===== config.mk =====
export PLATFORM = sky130hd
export DESIGN_NAME = frame_deframer_crc32_check_unit_flat
export DESIGN_NICKNAME = d
export VERILOG_FILES = /design/src/sv/fdc_pkg.sv /design/src/sv/fdc_if.sv /design/src/sv/fdc_result_queue.sv /design/src/sv/frame_deframer_crc32_check_unit.sv /design/src/flat_wrapper.sv
export SDC_FILE = /design/constraint.sdc
export NUM_CORES = 1
export LEC_CHECK = 0
export ABC_AREA = 1
export BUFFER_PORTS_ARGS = -buffer_cell sky130_fd_sc_hd__buf_2
export CAP_MARGIN = 20
export CORE_ASPECT_RATIO = 1.1
export CORE_MARGIN = 2
export CORE_UTILIZATION = 50
export CTS_BUF_LIST = sky130_fd_sc_hd__clkbuf_16
export DETAILED_ROUTE_END_ITERATION = 12
export PLACE_DENSITY = 0.78
export SETUP_SLACK_MARGIN = 0.15
export SYNTH_ARGS = -nofsm -noshare
export SYNTH_HDL_FRONTEND = slang
export SYNTH_SLANG_ARGS = --single-unit

===== constraint.sdc =====
create_clock -name clk -period 5.77 [get_ports clk]
set_input_delay 1.4425 -clock clk [delete_from_list [all_inputs] [get_ports clk]]
set_output_delay 1.4425 -clock clk [all_outputs]
set_load 0.1 [all_outputs]

===== src/sv/fdc_pkg.sv =====
// Package for the frame deframer with CRC-32 check: result types, codes,
// constants and the byte-wise CRC-32 update function. No dependencies.
`default_nettype none

package fdc_pkg;

  // Default sizing, handed to the top-level parameters.
  localparam int HEADER_BYTES_DEF = 14;
  localparam int MAX_FRAME_DEF    = 2048;

  // Trailing frame check field length in bytes.
  localparam int FCS_BYTES = 4;

  // Reflected CRC-32.
  localparam logic [31:0] CRC_POLY = 32'hEDB8_8320;
  localparam logic [31:0] CRC_INIT = 32'hFFFF_FFFF;

  // Result word kinds.
  localparam logic KIND_PAYLOAD = 1'b0;
  localparam logic KIND_STATUS  = 1'b1;

  // Frame status codes.
  localparam logic [1:0] STATUS_GOOD     = 2'd0;
  localparam logic [1:0] STATUS_MISMATCH = 2'd1;
  localparam logic [1:0] STATUS_SHORT    = 2'd2;

  // Result queue depth and pointer widths.
  localparam int QUEUE_DEPTH = 4;
  localparam int QPTR_W      = $clog2(QUEUE_DEPTH);
  localparam int QCNT_W      = $clog2(QUEUE_DEPTH + 1);

  typedef struct packed {
    logic       kind;
    logic [7:0] out_data;
    logic [1:0] status;
    logic       is_last;
  } result_t;

  // Up to two result words pushed per processed byte; first goes in first.
  typedef struct packed {
    logic [1:0] count;
    result_t    first;
    result_t    second;
  } push_t;

  // One byte of reflected CRC-32, bit-serial form unrolled over eight steps.
  function automatic logic [31:0] crc32_byte(input logic [31:0] crc, input logic [7:0] b);
    logic [31:0] c;
    c = {24'd0, crc[7:0] ^ b};
    for (int k = 0; k < 8; k++) begin
      c = c[0] ? ((c >> 1) ^ CRC_POLY) : (c >> 1);
    end
    return (crc >> 8) ^ c;
  endfunction

endpackage

`default_nettype wire


===== src/sv/fdc_if.sv =====
// Valid/ready channel interfaces for received bytes and for result words.
// Depends on nothing.
`default_nettype none

interface fdc_byte_if;
  logic       valid;
  logic       ready;
  logic [7:0] in_byte;
  logic       frame_end;

  modport source (output valid, output in_byte, output frame_end, input ready);
  modport sink   (input valid, input in_byte, input frame_end, output ready);
endinterface

interface fdc_result_if;
  logic       valid;
  logic       ready;
  logic       kind;
  logic [7:0] out_data;
  logic [1:0] status;
  logic       is_last;

  modport source (output valid, output kind, output out_data, output status,
                  output is_last, input ready);
  modport sink   (input valid, input kind, input out_data, input status,
                  input is_last, output ready);
endinterface

`default_nettype wire


===== src/sv/fdc_result_queue.sv =====
// Small result queue: takes up to two result words a cycle, hands one out
// a cycle while result.ready is high. Depends on fdc_pkg and fdc_if.
`default_nettype none

module fdc_result_queue (
  input  wire logic           clk,
  input  wire logic           rst,
  input  wire fdc_pkg::push_t push,
  output logic                room2,
  fdc_result_if.source        result
);
  import fdc_pkg::*;

  result_t            entries [QUEUE_DEPTH];
  logic [QPTR_W-1:0]  wr_ptr;
  logic [QPTR_W-1:0]  rd_ptr;
  logic [QCNT_W-1:0]  fill;
  logic [QCNT_W-1:0]  fill_next;
  logic               pop;
  logic [QPTR_W-1:0]  wr_ptr_plus1;

  // Head of the queue drives the channel.
  assign result.valid    = (fill != '0);
  assign result.kind     = entries[rd_ptr].kind;
  assign result.out_data = entries[rd_ptr].out_data;
  assign result.status   = entries[rd_ptr].status;
  assign result.is_last  = entries[rd_ptr].is_last;

  assign pop          = result.valid && result.ready;
  assign wr_ptr_plus1 = wr_ptr + QPTR_W'(1);
  assign room2        = (fill <= QCNT_W'(QUEUE_DEPTH - 2));

  always_comb begin
    fill_next = fill + QCNT_W'(push.count) - QCNT_W'(pop);
  end

  // Pointers and fill level.
  always_ff @(posedge clk) begin
    if (rst) begin
      wr_ptr <= '0;
      rd_ptr <= '0;
      fill   <= '0;
    end else begin
      wr_ptr <= wr_ptr + QPTR_W'(push.count);
      if (pop) begin
        rd_ptr <= rd_ptr + QPTR_W'(1);
      end
      fill <= fill_next;
    end
  end

  // Storage; the second word lands right after the first.
  always_ff @(posedge clk) begin
    if (push.count != 2'd0) begin
      entries[wr_ptr] <= push.first;
    end
    if (push.count == 2'd2) begin
      entries[wr_ptr_plus1] <= push.second;
    end
  end

endmodule

`default_nettype wire


===== src/sv/frame_deframer_crc32_check_unit.sv =====
// Top level of the frame deframer with CRC-32 frame check.
// Depends on fdc_pkg, fdc_if and fdc_result_queue.
//
//   channel  dir  fields                               word
//   rx       in   in_byte[7:0], frame_end              one received byte
//   result   out  kind, out_data[7:0], status[1:0],    one payload byte or
//                 is_last                              one frame status
//
// One byte is taken per cycle while rx.ready is high. A byte is held in the
// input register, then the CRC update, delay line shift and judging happen
// and the results are registered in a four-word queue. The last byte of a
// frame can make two words, which the queue drains at one per cycle while
// result.ready is high. rx.ready drops only while the queue lacks room for
// two words. Reset clears all control state.
`default_nettype none

module frame_deframer_crc32_check_unit #(
  parameter int HEADER_BYTES = fdc_pkg::HEADER_BYTES_DEF,
  parameter int MAX_FRAME    = fdc_pkg::MAX_FRAME_DEF
) (
  input  wire logic    clk,
  input  wire logic    rst,
  fdc_byte_if.sink     rx,
  fdc_result_if.source result
);
  import fdc_pkg::*;

  localparam int                  CountW   = $clog2(MAX_FRAME);
  localparam logic [CountW-1:0]   CountMax = CountW'(MAX_FRAME - 1);
  localparam logic [CountW-1:0]   FcsCount = CountW'(FCS_BYTES);
  localparam logic [CountW:0]     JudgeMin = (CountW + 1)'(HEADER_BYTES + FCS_BYTES);

  // Input register.
  logic        s1_valid;
  logic [7:0]  s1_byte;
  logic        s1_end;
  logic        fire;
  logic        room2;

  // Frame state.
  logic [31:0]       crc;
  logic [31:0]       crc_next;
  logic [7:0]        hold [FCS_BYTES];
  logic [CountW-1:0] byte_count;
  logic [CountW-1:0] byte_count_next;
  logic              feeds_crc;
  logic              is_payload;
  logic              is_short;
  logic [31:0]       sent;
  logic [1:0]        frame_status;
  result_t           payload_word;
  result_t           status_word;
  push_t             push;

  assign fire     = s1_valid && room2;
  assign rx.ready = !s1_valid || fire;

  always_ff @(posedge clk) begin
    if (rst) begin
      s1_valid <= 1'b0;
    end else if (rx.ready) begin
      s1_valid <= rx.valid;
    end
  end

  always_ff @(posedge clk) begin
    if (rx.ready && rx.valid) begin
      s1_byte <= rx.in_byte;
      s1_end  <= rx.frame_end;
    end
  end

  // Per-byte work: CRC update on the leaving byte, payload and judging.
  always_comb begin
    feeds_crc       = (byte_count >= FcsCount);
    is_payload      = ({1'b0, byte_count} >= JudgeMin);
    crc_next        = feeds_crc ? crc32_byte(crc, hold[0]) : crc;
    byte_count_next = (byte_count < CountMax) ? byte_count + CountW'(1) : byte_count;
    is_short        = ({1'b0, byte_count_next} < JudgeMin);
    // Check field after the shift, least significant byte first.
    sent            = {s1_byte, hold[3], hold[2], hold[1]};
    if (is_short) begin
      frame_status = STATUS_SHORT;
    end else if (sent == crc_next) begin
      frame_status = STATUS_GOOD;
    end else begin
      frame_status = STATUS_MISMATCH;
    end

    payload_word = '{kind: KIND_PAYLOAD, out_data: hold[0], status: STATUS_GOOD,
                     is_last: 1'b0};
    status_word  = '{kind: KIND_STATUS, out_data: 8'd0, status: frame_status,
                     is_last: 1'b1};

    push.first  = is_payload ? payload_word : status_word;
    push.second = status_word;
    if (!fire) begin
      push.count = 2'd0;
    end else begin
      push.count = 2'(is_payload) + 2'(s1_end);
    end
  end

  // Frame state registers; the last byte returns them to the start values.
  always_ff @(posedge clk) begin
    if (rst) begin
      crc        <= CRC_INIT;
      byte_count <= '0;
    end else if (fire) begin
      if (s1_end) begin
        crc        <= CRC_INIT;
        byte_count <= '0;
      end else begin
        crc        <= crc_next;
        byte_count <= byte_count_next;
      end
    end
  end

  // Delay line holding back the check field; entry 0 is the oldest byte.
  always_ff @(posedge clk) begin
    if (fire) begin
      for (int i = 0; i < FCS_BYTES - 1; i++) begin
        hold[i] <= hold[i + 1];
      end
      hold[FCS_BYTES - 1] <= s1_byte;
    end
  end

  fdc_result_queue u_queue (
    .clk    (clk),
    .rst    (rst),
    .push   (push),
    .room2  (room2),
    .result (result)
  );

endmodule

`default_nettype wire


===== src/flat_wrapper.sv =====
// flat-port wrapper written by rule: the top's interface ports become plain ports
module frame_deframer_crc32_check_unit_flat import fdc_pkg::*;
#(
  parameter int HEADER_BYTES = fdc_pkg::HEADER_BYTES_DEF,
  parameter int MAX_FRAME    = fdc_pkg::MAX_FRAME_DEF
)
  (clk, rst, rx_valid, rx_in_byte, rx_frame_end, rx_ready, result_valid, result_kind, result_out_data, result_status, result_is_last, result_ready);
  fdc_byte_if rx_i ();
  fdc_result_if result_i ();
  input  wire logic clk;
  input  wire logic rst;
  input wire logic [$bits(rx_i.valid)-1:0] rx_valid;
  input wire logic [$bits(rx_i.in_byte)-1:0] rx_in_byte;
  input wire logic [$bits(rx_i.frame_end)-1:0] rx_frame_end;
  output wire logic [$bits(rx_i.ready)-1:0] rx_ready;
  output wire logic [$bits(result_i.valid)-1:0] result_valid;
  output wire logic [$bits(result_i.kind)-1:0] result_kind;
  output wire logic [$bits(result_i.out_data)-1:0] result_out_data;
  output wire logic [$bits(result_i.status)-1:0] result_status;
  output wire logic [$bits(result_i.is_last)-1:0] result_is_last;
  input wire logic [$bits(result_i.ready)-1:0] result_ready;
  assign rx_i.valid = rx_valid;
  assign rx_i.in_byte = rx_in_byte;
  assign rx_i.frame_end = rx_frame_end;
  assign rx_ready = rx_i.ready;
  assign result_valid = result_i.valid;
  assign result_kind = result_i.kind;
  assign result_out_data = result_i.out_data;
  assign result_status = result_i.status;
  assign result_is_last = result_i.is_last;
  assign result_i.ready = result_ready;
  frame_deframer_crc32_check_unit #(.HEADER_BYTES(HEADER_BYTES), .MAX_FRAME(MAX_FRAME)) u_core (.clk(clk), .rst(rst), .rx(rx_i), .result(result_i));
endmodule

==> Word level (Yosys, flattened, before mapping) <==
Memory sizes are Yosys's and may differ from the RTL's. A register that Yosys moved wholly into a read port is not among the register bits.
Cells that the tools add are included.
{ "totals": {"reg_bits": 60, "input_bits": 13, "latch_bits": 0, "mem_bits_rw": 80, "mem_bits_ro": 0, "elab_cells": 65, "n_memories": 2} }
{ "op_classes": {"add_sub_neg": 7, "eq_ne": 2, "mul": 0, "bitwise": 10, "shifts": 0, "div": 0, "muxes": 24, "n_reduce_logical": 7, "order_cmp": 5} }
{ "memory_table": {"columns": ["name", "depth", "width", "read_ports", "rd_ports_with_merged_regs", "wr", "line_no", "rtl"], "rows": [
  ["u_core.u_queue.entries", 4, 12, 1, 1, 2, "fdc_result_queue.sv:14", "result_t entries [QUEUE_DEPTH];"],
  ["u_core.hold", 4, 8, 4, 0, 4, "frame_deframer_crc32_check_unit.sv:43", "logic [7:0] hold [FCS_BYTES];"]
]} }
{ "op_table": {"columns": ["op", "n"], "rows": [
  ["2-to-1 mux 32 bit", 10],
  ["NOT 13 -> 14 bit", 7],
  ["equality test 32 bit", 1],
  ["bitwise XOR 24 x 32 -> 32 bit", 1],
  ["2-to-1 mux 11 bit", 2],
  ["NOT 1 -> 14 bit", 1],
  ["2-to-1 mux 12 bit", 1],
  ["adder 11 x 1 -> 11 bit, second input constant", 1],
  ["greater-or-equal comparator 11 x 3 -> 1 bit, second input constant", 1],
  ["greater-or-equal comparator 11 x 5 -> 1 bit, second input constant", 1],
  ["less-than comparator 11 bit, second input constant", 1],
  ["less-than comparator 11 x 5 -> 1 bit, second input constant", 1],
  ["2-to-1 mux 2 bit", 4],
  ["bitwise XOR 8 bit", 1],
  ["2-to-1 mux 1 bit", 7],
  ["adder 2 x 1 -> 2 bit, second input constant", 2],
  ["adder 3 x 2 -> 3 bit", 1],
  ["<= comparator 3 x 2 -> 1 bit, second input constant", 1],
  ["logical AND 1 bit", 3],
  ["nonzero test 3 bit", 1],
  ["subtractor 3 x 1 -> 3 bit", 1],
  ["adder 1 x 1 -> 2 bit", 1],
  ["adder 2 bit", 1],
  ["equality test 2 bit, second input constant", 1],
  ["3 further kinds", 3]
]} }

==> Logic depth before layout (Yosys ltp) <==
Gate-level depths: netlist of run 1.
An unclocked memory read counts as a cell.
{ "depth": {"word_depth": 24, "depth_mapped": 21, "mapped_depth_nobuf": 21} }

==> Cells and area by module <==
A second synthesis of run 1 with hierarchy kept.
{ "hier_totals": {"hier_cells": 1181, "area_unflattened_um2": 8540.7} }
{ "by_module_without_submodules": {"columns": ["module", "seq_area_each_um2", "n_inst", "area_per_inst_um2", "cells_each"], "rows": [
  ["frame_deframer_crc32_check_unit", 2112.0, 1, 5587.9, 881],
  ["fdc_result_queue", 1621.6, 1, 2952.8, 300]
]} }

==> Worst setup path after synthesis of run 1 <==
OpenSTA, ideal clock, no wires.
{ "synth_path": {"path_type": "flip-flop to output port", "from": "reg with a tool-made name", "to": "out result_kind", "stages_incl_launch_ff": 6, "t_required_ps": 4328, "t_arrival_ps": 2830, "path_slack_ps": 1497, "path_buffers": 2, "path_cell_list": "dfxtp_1 > clkinv_1 > clkbuf_1 > o21ai_0 > o22ai_1 > buf_4"} }
{ "synth_rtl": {"columns": ["element", "line_no", "rtl"], "rows": [
  ["end, declared", "flat_wrapper.sv:17", "output wire logic [$bits(result_i.kind)-1:0] result_kind;"]
]} }

==> metrics list, run 1 <==
- Static timing analysis puts the maximum clock frequency at between 200 and 300 MHz.
- Transition at the pin with the smallest max-transition slack: between 1 and 1.5 ns
- The critical path is of the reg -> out type.
- Maximum number of pins on one net before global-route repair: between 60 and 70
- Number of cell instances on the worst register-to-register path: 17
* X dimension of the die: about 120 um
* Pwr dens: about 380 mW/mm^2
- Pin placement for this block handled 27 I/O pins.
- The die is between 100 and 150 um tall.
* Element type at the critical path end: primary output
- Wirelength, routed: about 20 mm
- Antenna Diode Count: 0
* Post-route clock period utilization: approximately two thirds
* H-tree lvl count: 4
* Vias per Instance: roughly 5.4
* I/O Buffers: 26
- Hold-critical path depth: 0
- Clock edge transition at the registers on the reported setup and hold paths: 0.06 ns
- The detailed router placed roughly 7300 vias in this run.
- Wire length of the first global-routing pass: 31.9 mm
- Hold violation count in the final report: 0
- Area of the core region: between 0.015 and 0.02 sq mm
- Area leader, netlist: sky130_fd_sc_hd__dfxtp_1
- Setup violations remaining at the end of the flow were counted as 0.
- Buffers inserted to repair hold after CTS numbered 0.
- For this configuration, the core starts out at a cell density of about 50%.
* Lkg Pwr: 4.20 nW
- For the worst setup path, the data arrival time is between 2 and 2.5 ns.
* Area grow syn2layout: 9.90%
* Part of the Yosys area used for sequential elements: 42.3%
- In the final timing run, aggregate negative setup slack is 0 ns.
- The via count of the first global-routing pass is ~6500.
- After clock tree synthesis, the setup repair step added 0 buffers.
* Flop and latch count out of synthesis: between 100 and 150
- Row count: 47
* Clock buffers created by TritonCTS: 17
* Initial antenna violation count: 0
- After the last flow step, the layout net total stands at approximately 1200.
- Synthesis handed over a netlist of around 1100 instances.
* Total overflow reported by the global router: 0
- Proportion of netlist area held by the largest area contributor: 23.2%
- Run status: finished, final reports clean
- The total count of max-transition violations in the final report was 0.
* PostCTS Resize Cnt: 0
- By area the synthesized netlist is led by sky130_fd_sc_hd__dfxtp_1 (23%), sky130_fd_sc_hd__nand2_1 (23%), sky130_fd_sc_hd__edfxtp_1 (19%).
* Final Wtd Congestion: around 0.9
- In this run, distinct cell masters in the synthesized netlist total 37.
- WL/cell: about 14 um
- CTS placed an instance of sky130_fd_sc_hd__clkbuf_16 at the clock tree root.
- The post-route netlist has 6.81% of its cells at a drive strength greater than 1.
- The worst setup path is launched from a flop.
- The library cells used most frequently in the layout, excluding fill and tap cells, are sky130_fd_sc_hd__nand2_1 (467), sky130_fd_sc_hd__inv_1 (136), sky130_fd_sc_hd__dfxtp_1 (89), sky130_fd_sc_hd__nand3_1 (84), sky130_fd_sc_hd__nor2_1 (52).
* Sink count of the clock tree: approximately 140
* DRT Pass-1 Iters: 5
* Iteration-0 DRC Markers: between 600 and 700
- The design draws roughly 3.2 mW.
- After layout, the minimum clock period comes to approximately 4 ns.
- VDD sags by at most 0.216 mV.
- Post-Place Cell Area: 0.00793 sq mm
* HPWL Detailed: approximately 14 mm
* Number of design rule violations left after detail routing: 0
* Design area: roughly 0.0085 sq mm
- Relative slew margins: 31.5%
* GRT Total Usage: 24.8%
- Fillcell total: roughly 1400
- RSZ-0062 raised after global routing: no
- Each instance of the synthesized netlist takes up on average approximately 6.8 sq um.
- Max-cap violations in this run came to 0.
- Overall die area: about 0.016 sq mm
- The worst hold path belongs to the class reg -> reg.
* Required time worst endpoint: 4.33 ns
- Of all nets on the critical path, the largest fanout is 30.
* Synthesis Warnings: 0
* Remaining antenna violation count: 0
* Worst clock skew: between 0.007 and 0.008 ns
- TritonCTS clock tree: yes
* Max clock buf depth: 2
* Synthesized cell area: 0.00769 sq mm
- Post-Synthesis Net Count: between 1000 and 1500
- The library cell used most frequently in the layout, excluding fill and tap cells, is sky130_fd_sc_hd__nand2_1.
- Clock latency on the worst-skew pair, taken at its later pin, is between 0.4 and 0.5 ns.
==> logic make-up (layout without fill, tap and decap cells) <==
family	Yosys count	after routing	synth area share, %
and+or+nand+nor	651	651	35.1
buffers and inverters	173	203	9.17
AOI/OAI and AO/OA	148	148	10.6
DFF	138	138	42.3
xor gates and xnor gates	12	12	1.37
adders and majority gates	8	8	1.40
==> registers in the layout, indices dropped and copies added (netlist names), 2 cells and up, named ones only <==
register and count:
u_core.byte_count 11, u_core.crc 32, u_core.hold 32, u_core.s1_byte 8, u_core.u_queue.entries 44, u_core.u_queue.fill 3
u_core.u_queue.rd_ptr 2, u_core.u_queue.wr_ptr 2
==> layout make-up <==
type	instances	area, sq um	share of cell area (%)
clock buffers	18	450	5.33
clock inverters	14	78.8	0.932
inverters	142	533	6.30
multi-input cells	819	3740	44.3
flip-flops and latches	138	3250	38.5
well taps	196	245	2.90
repair buffers	29	153	1.81
==> power breakdown <==
group	leakage (nW)	switching (mW)	internal (mW)
Combinational	2.73	0.747	0.213
Clock	0.275	0.411	0.565
Sequential	1.19	0.0870	1.15
Total	4.20	1.25	1.93
==> stage by stage <==
stage	hold WS, ns	cells	setup slack [ns]	util [%]
after global routing	0.446	1356	1.63	56.2
after detailed placement	0.435	1324	2.25	52.7
final	0.449	1356	1.84	56.2
after CTS	0.445	1356	1.83	56.2
after floorplan	0.422	1130	1.50	-
after global placement	0.436	1324	2.34	52.7
==> Yosys cell counts (all sizes together) <==
master / n
nand3b: 13
o211ai: 4
xor2: 11
o31ai: 1
fa: 1
or2: 5
nor3: 14
nor3b: 1
a21oi: 47
buf: 13
inv: 135
xnor2: 1
ha: 7
clkinv: 7
dfxtp: 89
o21ai: 52
o21a: 2
a31oi: 1
o22ai: 41
nor2: 55
edfxtp: 49
nand3: 86
clkbuf: 18
nand4: 3
nand2: 474
==> routing by layer <==
metal	wire length, um	global-route usage [%]	vias up
met5	0	0	-
met3	1140	4.93	33
met1	8630	33.0	3323
li1	-	-	3674
met2	9330	39.9	241
met4	463	9.20	0
==> critical path: stages (launching register included) <==
cell and delay [ns]:
sky130_fd_sc_hd__dfxtp_1 0.63, sky130_fd_sc_hd__inv_1 0.47, sky130_fd_sc_hd__o21ai_0 0.28, sky130_fd_sc_hd__a21oi_1 0.06, sky130_fd_sc_hd__a21oi_1 0.16, sky130_fd_sc_hd__buf_2 0.45
==> final timing paths <==
kind | from | end | slack (ns)
min reg2reg | u_core.hold[3][1] | u_core.hold[2][1] | 0.45
min | u_core.hold[3][1] | u_core.hold[2][1] | 0.45
max reg2reg | u_core.byte_count[6] | u_core.u_queue.entries[0][1] | 2.17
max | flop | result_out_data[6] | 1.84
Note: power is estimated with default switching activity, not from simulation.
==> inputs of run 2 (changes only) <==
==> constraint.sdc (replaced) <==
create_clock -name clk -period 3.88 [get_ports clk]
set_input_delay 0.97 -clock clk [delete_from_list [all_inputs] [get_ports clk]]
set_output_delay 0.97 -clock clk [all_outputs]
set_load 0.1 [all_outputs]
==> run 2 against run 1 <==
Compared with the run above: hold slack better by 0.0015 ns; via count up 1.6%; total power up 61%; combinational power is 53% higher; sequential share of layout area fell by 0.69 points; utilization grew 1.0 points; setup slack worse by 1.3 ns; critical endpoint is now result_out_data[3]; largest cell class unchanged; largest power group is now clock.
==> metrics list, run 2 (synthesis results as in run 1) <==
* Hold EP: u_core.u_queue.entries[2][0]
* Arrival time at the worst endpoint: 2.36 ns (-0.12 ns)
- Top register by number of flip-flops: u_core.u_queue.entries
- The post-cts resize count came to 0 (unchanged).
* Vias per Instance: 5.43 (+1.3%)
- In this run the critical register-to-register path is launched from u_core.byte_count[0].
* Fillcell total: 1418 (-1.1%)
- Final Slew Violations: 0 (unchanged)
- GRT Total Usage: 25.0% (+0.23 points)
- Share of the core filled with cells: 57.2% (+1.0 points)
* # Post-CTS Setup Buffers: 0 (unchanged)
- WL/cell: 14.3 um (-0.59%)
- Relative slew margins: 43.8% (+12 points)
- Initial antenna violation count: 0 (unchanged)
- The cell sitting at the root of the clock tree is a sky130_fd_sc_hd__clkbuf_16.
* Crit Path Category: reg -> out
- Setup repair after global routing left no endpoint under its margin.
- Starting Density: 51.1% (unchanged)
- The die area came to 0.0164 sq mm (unchanged).
* Commonest cells after routing, fill and taps aside: sky130_fd_sc_hd__nand2_1 (467), sky130_fd_sc_hd__inv_1 (135), sky130_fd_sc_hd__dfxtp_1 (89), sky130_fd_sc_hd__nand3_1 (84), sky130_fd_sc_hd__nor2_1 (52)
- The net total in the final layout is 1171 (+0.26%).
- The cts-stage hold buffer count was 0 (unchanged).
* Number of design rule violations left after detail routing: 0 (unchanged)
- The setup TNS after final layout came to 0 ns (unchanged).
- Class of the most critical hold timing path: reg -> reg
- Number of cell instances on the worst register-to-register path: 17 (unchanged)
* Iteration-0 DRC Markers: 737 (+6.7%)
* Min-delay src: u_core.u_queue.entries[2][0]
- Reg2Reg Capture Point: u_core.u_queue.fill[2]
* Remaining antenna violation count: 0 (unchanged)
* Pwr dens: 593 mW/mm^2 (+58%)
- The clock buffer count from CTS was 17 (unchanged).
- Boundary pin count: 27 (unchanged)
* Total overflow reported by the global router: 0 (unchanged)
* Area grow syn2layout: 11.9%
- Transition at the pin with the smallest max-transition slack: 0.842 ns (-0.186 ns)
- Antenna Diode Count: 0 (unchanged)
* Total number of vias: 7384 (+1.6%)
- TritonCTS built the clock tree.
- Clock edge transition at the registers on the reported setup and hold paths: 0.06 ns (about the same)
- The placement row count came to 47 (unchanged).
* Highest net fanout along the worst path: 30 (unchanged)
- Lkg Pwr: 4.26 nW (+1.6%)
* Wirelength, routed: 19.5 mm (-0.37%)
* HPWL Detailed: 13.3 mm (-3.4%)
- Largest registers: u_core.u_queue.entries (44), u_core.crc (32), u_core.hold (32)
- I/O Buffers: 26 (unchanged)
* Critical path launch point type: flop
- The run finished with clean final reports.
* Fraction of final layout cells with drive strength greater than 1: 7.31% (+0.50 points)
* Wire length of the first global-routing pass: 32.4 mm (+1.4%)
- Of the available clock period, the critical path in the final layout requires 85.9%.
- The final RePlAce weighted congestion was 0.898 (-2.6%).
- DRT Pass-1 Iters: 5 (unchanged)
* Die H: 134 um (unchanged)
- The number of hold violations in the final report was 0 (unchanged).
* X dimension of the die: 122 um (unchanged)
- Element type at the critical path end: primary output
- Required time worst endpoint: 2.91 ns (-1.42 ns)
- The number of cells on the worst hold path came to 2 (+2).
- The clock network latency to the later pin of the worst-skew pair was 0.43 ns (about the same).
- Worst setup slack for register-to-register paths: 0.67 ns (-1.50 ns)
* Peak supply drop: 0.314 mV (+45%)
- The number of sinks handled by clock tree synthesis is 138 (unchanged).
- The maximum root-to-sink buffer count was 2 (unchanged).
- H-tree lvl count: 4 (unchanged)
- The flip-flop count of the largest register after layout was 44 (unchanged).
- The library cell used most frequently in the layout, excluding fill and tap cells, is sky130_fd_sc_hd__nand2_1.
- Peak Freq: approximately 300 MHz
* Worst clock skew: 0.00689 ns (-0.000961 ns)
- Number of global-route vias before repair: 6775 (+3.5%)
* Final critical-path required period: 3.33 ns
- Setup violators final: 0 (unchanged)
* Max cap viols: 0 (unchanged)
- The largest net degree at the start of global routing came to 68 (unchanged).
* Area of the core region: 0.0151 sq mm (unchanged)
[run 2: cell types whose count changed in the layout (fill, tap and decap cells not counted), sizes merged]
cell and change:
buf +3, bufinv +6, clkbuf -1, clkinv -3, clkinvlp +1, inv -3
[run 2: final cells by class]
type / count / area, sq um / share of cell area [%]
Inverter: 142 / 533 / 6.19
Multi-Input combinational cell: 819 / 3750 / 43.5
Clock inverter: 15 / 229 / 2.66
Timing Repair Buffer: 32 / 175 / 2.03
Clock buffer: 17 / 425 / 4.94
Sequential cell: 138 / 3250 / 37.8
Tap cell: 196 / 245 / 2.85
[run 2: worst max-delay path by stage]
stage / start / endpoint / slack, ns / cells past startpoint
3_3_place_gp: u_core.byte_count[0] / u_core.u_queue.fill[2] / 0.80 / 17
4_1_cts: flop / result_out_data[7] / 0.54 / 6
5_1_grt: flop / result_out_data[5] / 0.39 / 6
6_report: flop / result_out_data[3] / 0.55 / 5
3_5_place_dp: u_core.byte_count[0] / u_core.u_queue.fill[2] / 0.67 / 17
2_1_floorplan: flop / result_status[0] / 0.63 / 4
[run 2: layer usage]
metal  global-route usage [%]  vias to the layer above  wire (um)
li1                         -                     3668          -
met1                     31.5                     3364       8250
met2                     40.6                      299       9210
met3                     4.63                       53       1390
met4                     13.3                        0        629
met5                        0                        -          0
[run 2: report_power, final]
part           internal, mW  leakage [nW]  switching (mW)
Clock                  1.19         0.323           0.622
Combinational         0.326          2.75            1.15
Sequential             1.71          1.19           0.107
Total                  3.23          4.26            1.87
[run 2: stage by stage]
stage / cell area (sq um) / hold WS [ns] / power (mW) / instances / setup slack, ns
6_report: 8610 / 0.451 / 5.10 / 1359 / 0.547
5_1_grt: 8610 / 0.467 / 5.34 / 1359 / 0.386
4_1_cts: 8610 / 0.452 / 5.11 / 1359 / 0.537
3_5_place_dp: 7960 / 0.437 / 3.29 / 1327 / 0.671
3_3_place_gp: 7960 / 0.434 / 3.26 / 1327 / 0.803
2_1_floorplan: 7700 / 0.422 / 3.01 / 1130 / 0.628
[run 2: worst max-delay path, stage by stage, from the launching register on]
cell	delay, ns
sky130_fd_sc_hd__dfxtp_1	0.29
sky130_fd_sc_hd__buf_4	0.18
sky130_fd_sc_hd__inv_1	0.63
sky130_fd_sc_hd__a21oi_1	0.20
sky130_fd_sc_hd__a21oi_1	0.18
sky130_fd_sc_hd__buf_2	0.45
==> inputs of run 3 (changes only) <==
--- a/config.mk
+++ b/config.mk
@@ -12,7 +12,9 @@
 export CORE_MARGIN = 2
 export CORE_UTILIZATION = 50
 export CTS_BUF_LIST = sky130_fd_sc_hd__clkbuf_16
+export CTS_CLUSTER_SIZE = 20
 export DETAILED_ROUTE_END_ITERATION = 12
+export GPL_TIMING_DRIVEN = 0
 export PLACE_DENSITY = 0.78
 export SETUP_SLACK_MARGIN = 0.15
 export SYNTH_ARGS = -nofsm -noshare
==> run 3 against run 2 <==
Compared with the run above: utilization increased by 0.17 points; clock skew up 0.0043 ns; highest routed layer unchanged; global-route usage rose by 1.7 points; wire length rose by 7.1%; combinational power up 3%; total power shrank 5.1%; flip-flop and latch count unchanged; setup slack better by 0.033 ns; register-to-register slack got worse by 0.09 ns; critical path type is now reg -> reg; die area unchanged; largest cell class unchanged; sequential power hardly changed.
==> metrics list, run 3 (synthesis results as in run 1) <==
- Max clock buf depth: 2 (unchanged)
- Final Net Count: 1196 (+2.1%)
- The clock transition at the register clock pins on the worst setup and hold paths after CTS was 0.05 ns (about the same).
- Boundary pin count: 27 (unchanged)
* Row count: 47 (unchanged)
* DRT Pass-1 Iters: 6 (+1)
* Starting Density: 51.1% (unchanged)
- Sink count of the clock tree: 138 (unchanged)
- TritonCTS built the clock tree.
- HPWL Detailed: 15.1 mm (+14%)
- PostCTS Resize Cnt: 0 (unchanged)
- The worst setup margin came to 0.580 ns (+0.0331 ns).
- The clock buffer count from CTS came to 17 (unchanged).
- Flip-flop count of the largest register after layout: 44 (unchanged)
* Post-route clock period utilization: 85.1% (-0.85 points)
- The library cells used most frequently in the layout, excluding fill and tap cells, are sky130_fd_sc_hd__nand2_1 (467), sky130_fd_sc_hd__inv_1 (137), sky130_fd_sc_hd__dfxtp_1 (89), sky130_fd_sc_hd__nand3_1 (84), sky130_fd_sc_hd__nor2_1 (53).
- Run status: finished, final reports clean
- Highest net fanout along the worst path: 10 (-67%)
- Maximum number of pins on one net before global-route repair: 29 (-57%)
- The largest registers in the layout are u_core.u_queue.entries (44), u_core.crc (32), u_core.hold (32).
* Power after layout: 4.84 mW (-5.1%)
- X dimension of the die: 122 um (unchanged)
- The number of remaining DRC errors came to 0 (unchanged).
* Crit Path Category: reg -> reg
- Critical path launch point type: flop
- The slew at the pin closest to its max-slew limit was 0.973 ns (+0.132 ns).
- The worst hold path belongs to the class reg -> reg.
- Fillcell total: 1473 (+3.9%)
* GRT Total Usage: 26.8% (+1.7 points)
* RSZ-0062 raised after global routing: no
* CTS hold repair buffers: 0 (unchanged)
- The leakage power came to 4.28 nW (+0.47%).
- Iteration-0 DRC Markers: 770 (+4.5%)
- The average via count per standard cell is 5.38 (-0.90%).
* Seq pwr share: 37.6% (+2.0 points)
- Relative slew margins: 35.1% (-8.7 points)
- Max cap viols: 0 (unchanged)
- Relative to the synthesized area, the layout overhead comes to 12.2%.
- WL/cell: 15.1 um (+5.2%)
- The maximum resistive drop on vdd is 0.305 mV (-2.8%).
* Overall die area: 0.0164 sq mm (unchanged)
* Hold violation count in the final report: 0 (unchanged)
- Root buffer selected by CTS: sky130_fd_sc_hd__clkbuf_16
- Required time worst endpoint: 4.20 ns (+1.29 ns)
* Element type at the critical path end: flop
- Fraction of power spent switching nets: 38.6% (+1.9 points)
- The via count of the first global-routing pass is 6974 (+2.9%).
* NetSw: 1.87 mW (-0.24%)
- Wirelength, routed: 20.9 mm (+7.1%)
* Most common library cell in the layout ignoring fill and taps: sky130_fd_sc_hd__nand2_1
- The number of levels in the clock H-tree came to 4 (unchanged).
* Final Slew Violations: 0 (unchanged)
* Top register by number of flip-flops: u_core.u_queue.entries
* I/O Buffers: 25 (-3.8%)
- Multi-input gate area in the final layout: 0.00374 sq mm (-0.20%)
- The setup TNS after final layout came to 0 ns (unchanged).
* Final critical-path required period: 3.30 ns (-0.0331 ns)
- Final Wtd Congestion: 0.950 (+5.8%)
- The setup skew after layout came to 0.0112 ns (+0.00426 ns).
- Insertion delay to the later sink of the worst-skew pair: 0.43 ns (about the same)
* Combinational fraction of design power: 31.1% (+2.2 points)
- Pwr dens: 561 mW/mm^2 (-5.4%)
* Arrival time at the worst endpoint: 3.62 ns (+1.26 ns)
* Fraction of final layout cells with drive strength greater than 1: 7.32% (+0.015 points)
* Antenna Diode Count: 0 (unchanged)
- Area of the core region: 0.0151 sq mm (unchanged)
- Die H: 134 um (unchanged)
* Share of total power in the clock network: 31.3% (-4.3 points)
- The fmax was 303 MHz (+1.0%).
* Setup violators final: 0 (unchanged)
- # Post-CTS Setup Buffers: 0 (unchanged)
* Total number of vias: 7452 (+0.92%)
- Internal power contribution: 2.97 mW (-7.9%)
- The aggregate global routing overflow was 0 (unchanged).
- Wire length of the first global-routing pass: 34.1 mm (+5.3%)
- Remaining antenna violation count: 0 (unchanged)
* Area taken by flip-flops and latches: 0.00325 sq mm (unchanged)
- Initial antenna violation count: 0 (unchanged)
* Dpl ws: 0.604 ns (-0.0677 ns)
==> run 3: power by group through the flow <==
stage	clock network, mW	logic, mW	registers (mW)
2_1_floorplan	0	1.20	1.81
3_3_place_gp	0	1.46	1.84
3_5_place_dp	0	1.49	1.84
4_1_cts	1.53	1.50	1.82
5_1_grt	1.59	1.65	1.84
6_report	1.52	1.51	1.82
==> run 3: per-layer routing <==
metal	global-route usage, %	vias up	part of all wire [%]
li1	-	3726	-
met1	32.8	3359	41
met2	44.6	314	48
met3	6.16	53	8.1
met4	12.2	0	3.5
met5	0	-	0
==> run 3: critical path, cell delays in order, from the launching register on <==
cell and delay [ns]:
sky130_fd_sc_hd__dfxtp_1 0.36, sky130_fd_sc_hd__inv_1 0.09, sky130_fd_sc_hd__ha_1 0.19, sky130_fd_sc_hd__nand3_1 0.07
sky130_fd_sc_hd__nand3_1 0.06, sky130_fd_sc_hd__o21ai_0 0.17, sky130_fd_sc_hd__nand2_1 0.28, sky130_fd_sc_hd__ha_1 0.42
sky130_fd_sc_hd__inv_1 0.04, sky130_fd_sc_hd__nor2_1 0.20, sky130_fd_sc_hd__inv_1 0.07, sky130_fd_sc_hd__ha_1 0.27
sky130_fd_sc_hd__inv_1 0.04, sky130_fd_sc_hd__ha_1 0.20, sky130_fd_sc_hd__fa_1 0.37, sky130_fd_sc_hd__xor2_1 0.16
sky130_fd_sc_hd__o21ai_0 0.15, sky130_fd_sc_hd__a21oi_1 0.05
==> run 3: worst paths after layout <==
path	from	end	slack, ns	depth (start not counted)
hold reg to reg	u_core.u_queue.entries[2][0]	u_core.u_queue.entries[2][0]	0.45	2
setup reg to reg	u_core.byte_count[0]	u_core.u_queue.fill[2]	0.58	17
setup / recovery	u_core.byte_count[0]	u_core.u_queue.fill[2]	0.58	17
hold / removal	u_core.u_queue.entries[2][0]	u_core.u_queue.entries[2][0]	0.45	2
==> run 3: layout make-up <==
class | instances | area share [%]
plain buffers | 31 | 2.01
clock buffers | 17 | 4.93
clock inverters | 15 | 1.36
inverters | 142 | 6.17
multi-input cells | 819 | 43.3
flip-flops and latches | 138 | 37.7
well taps | 196 | 2.84
repair buffers | 26 | 1.68
==> run 3: metrics by stage <==
step | hold slack, ns | utilization, % | instance area (sq um) | cells
floorplan | 0.422 | - | 7700 | 1130
global placement | 0.433 | 53.6 | 8070 | 1351
detailed placement | 0.435 | 53.7 | 8090 | 1352
CTS | 0.449 | 57.4 | 8630 | 1384
global route | 0.473 | 57.4 | 8630 | 1384
finish | 0.449 | 57.4 | 8630 | 1384
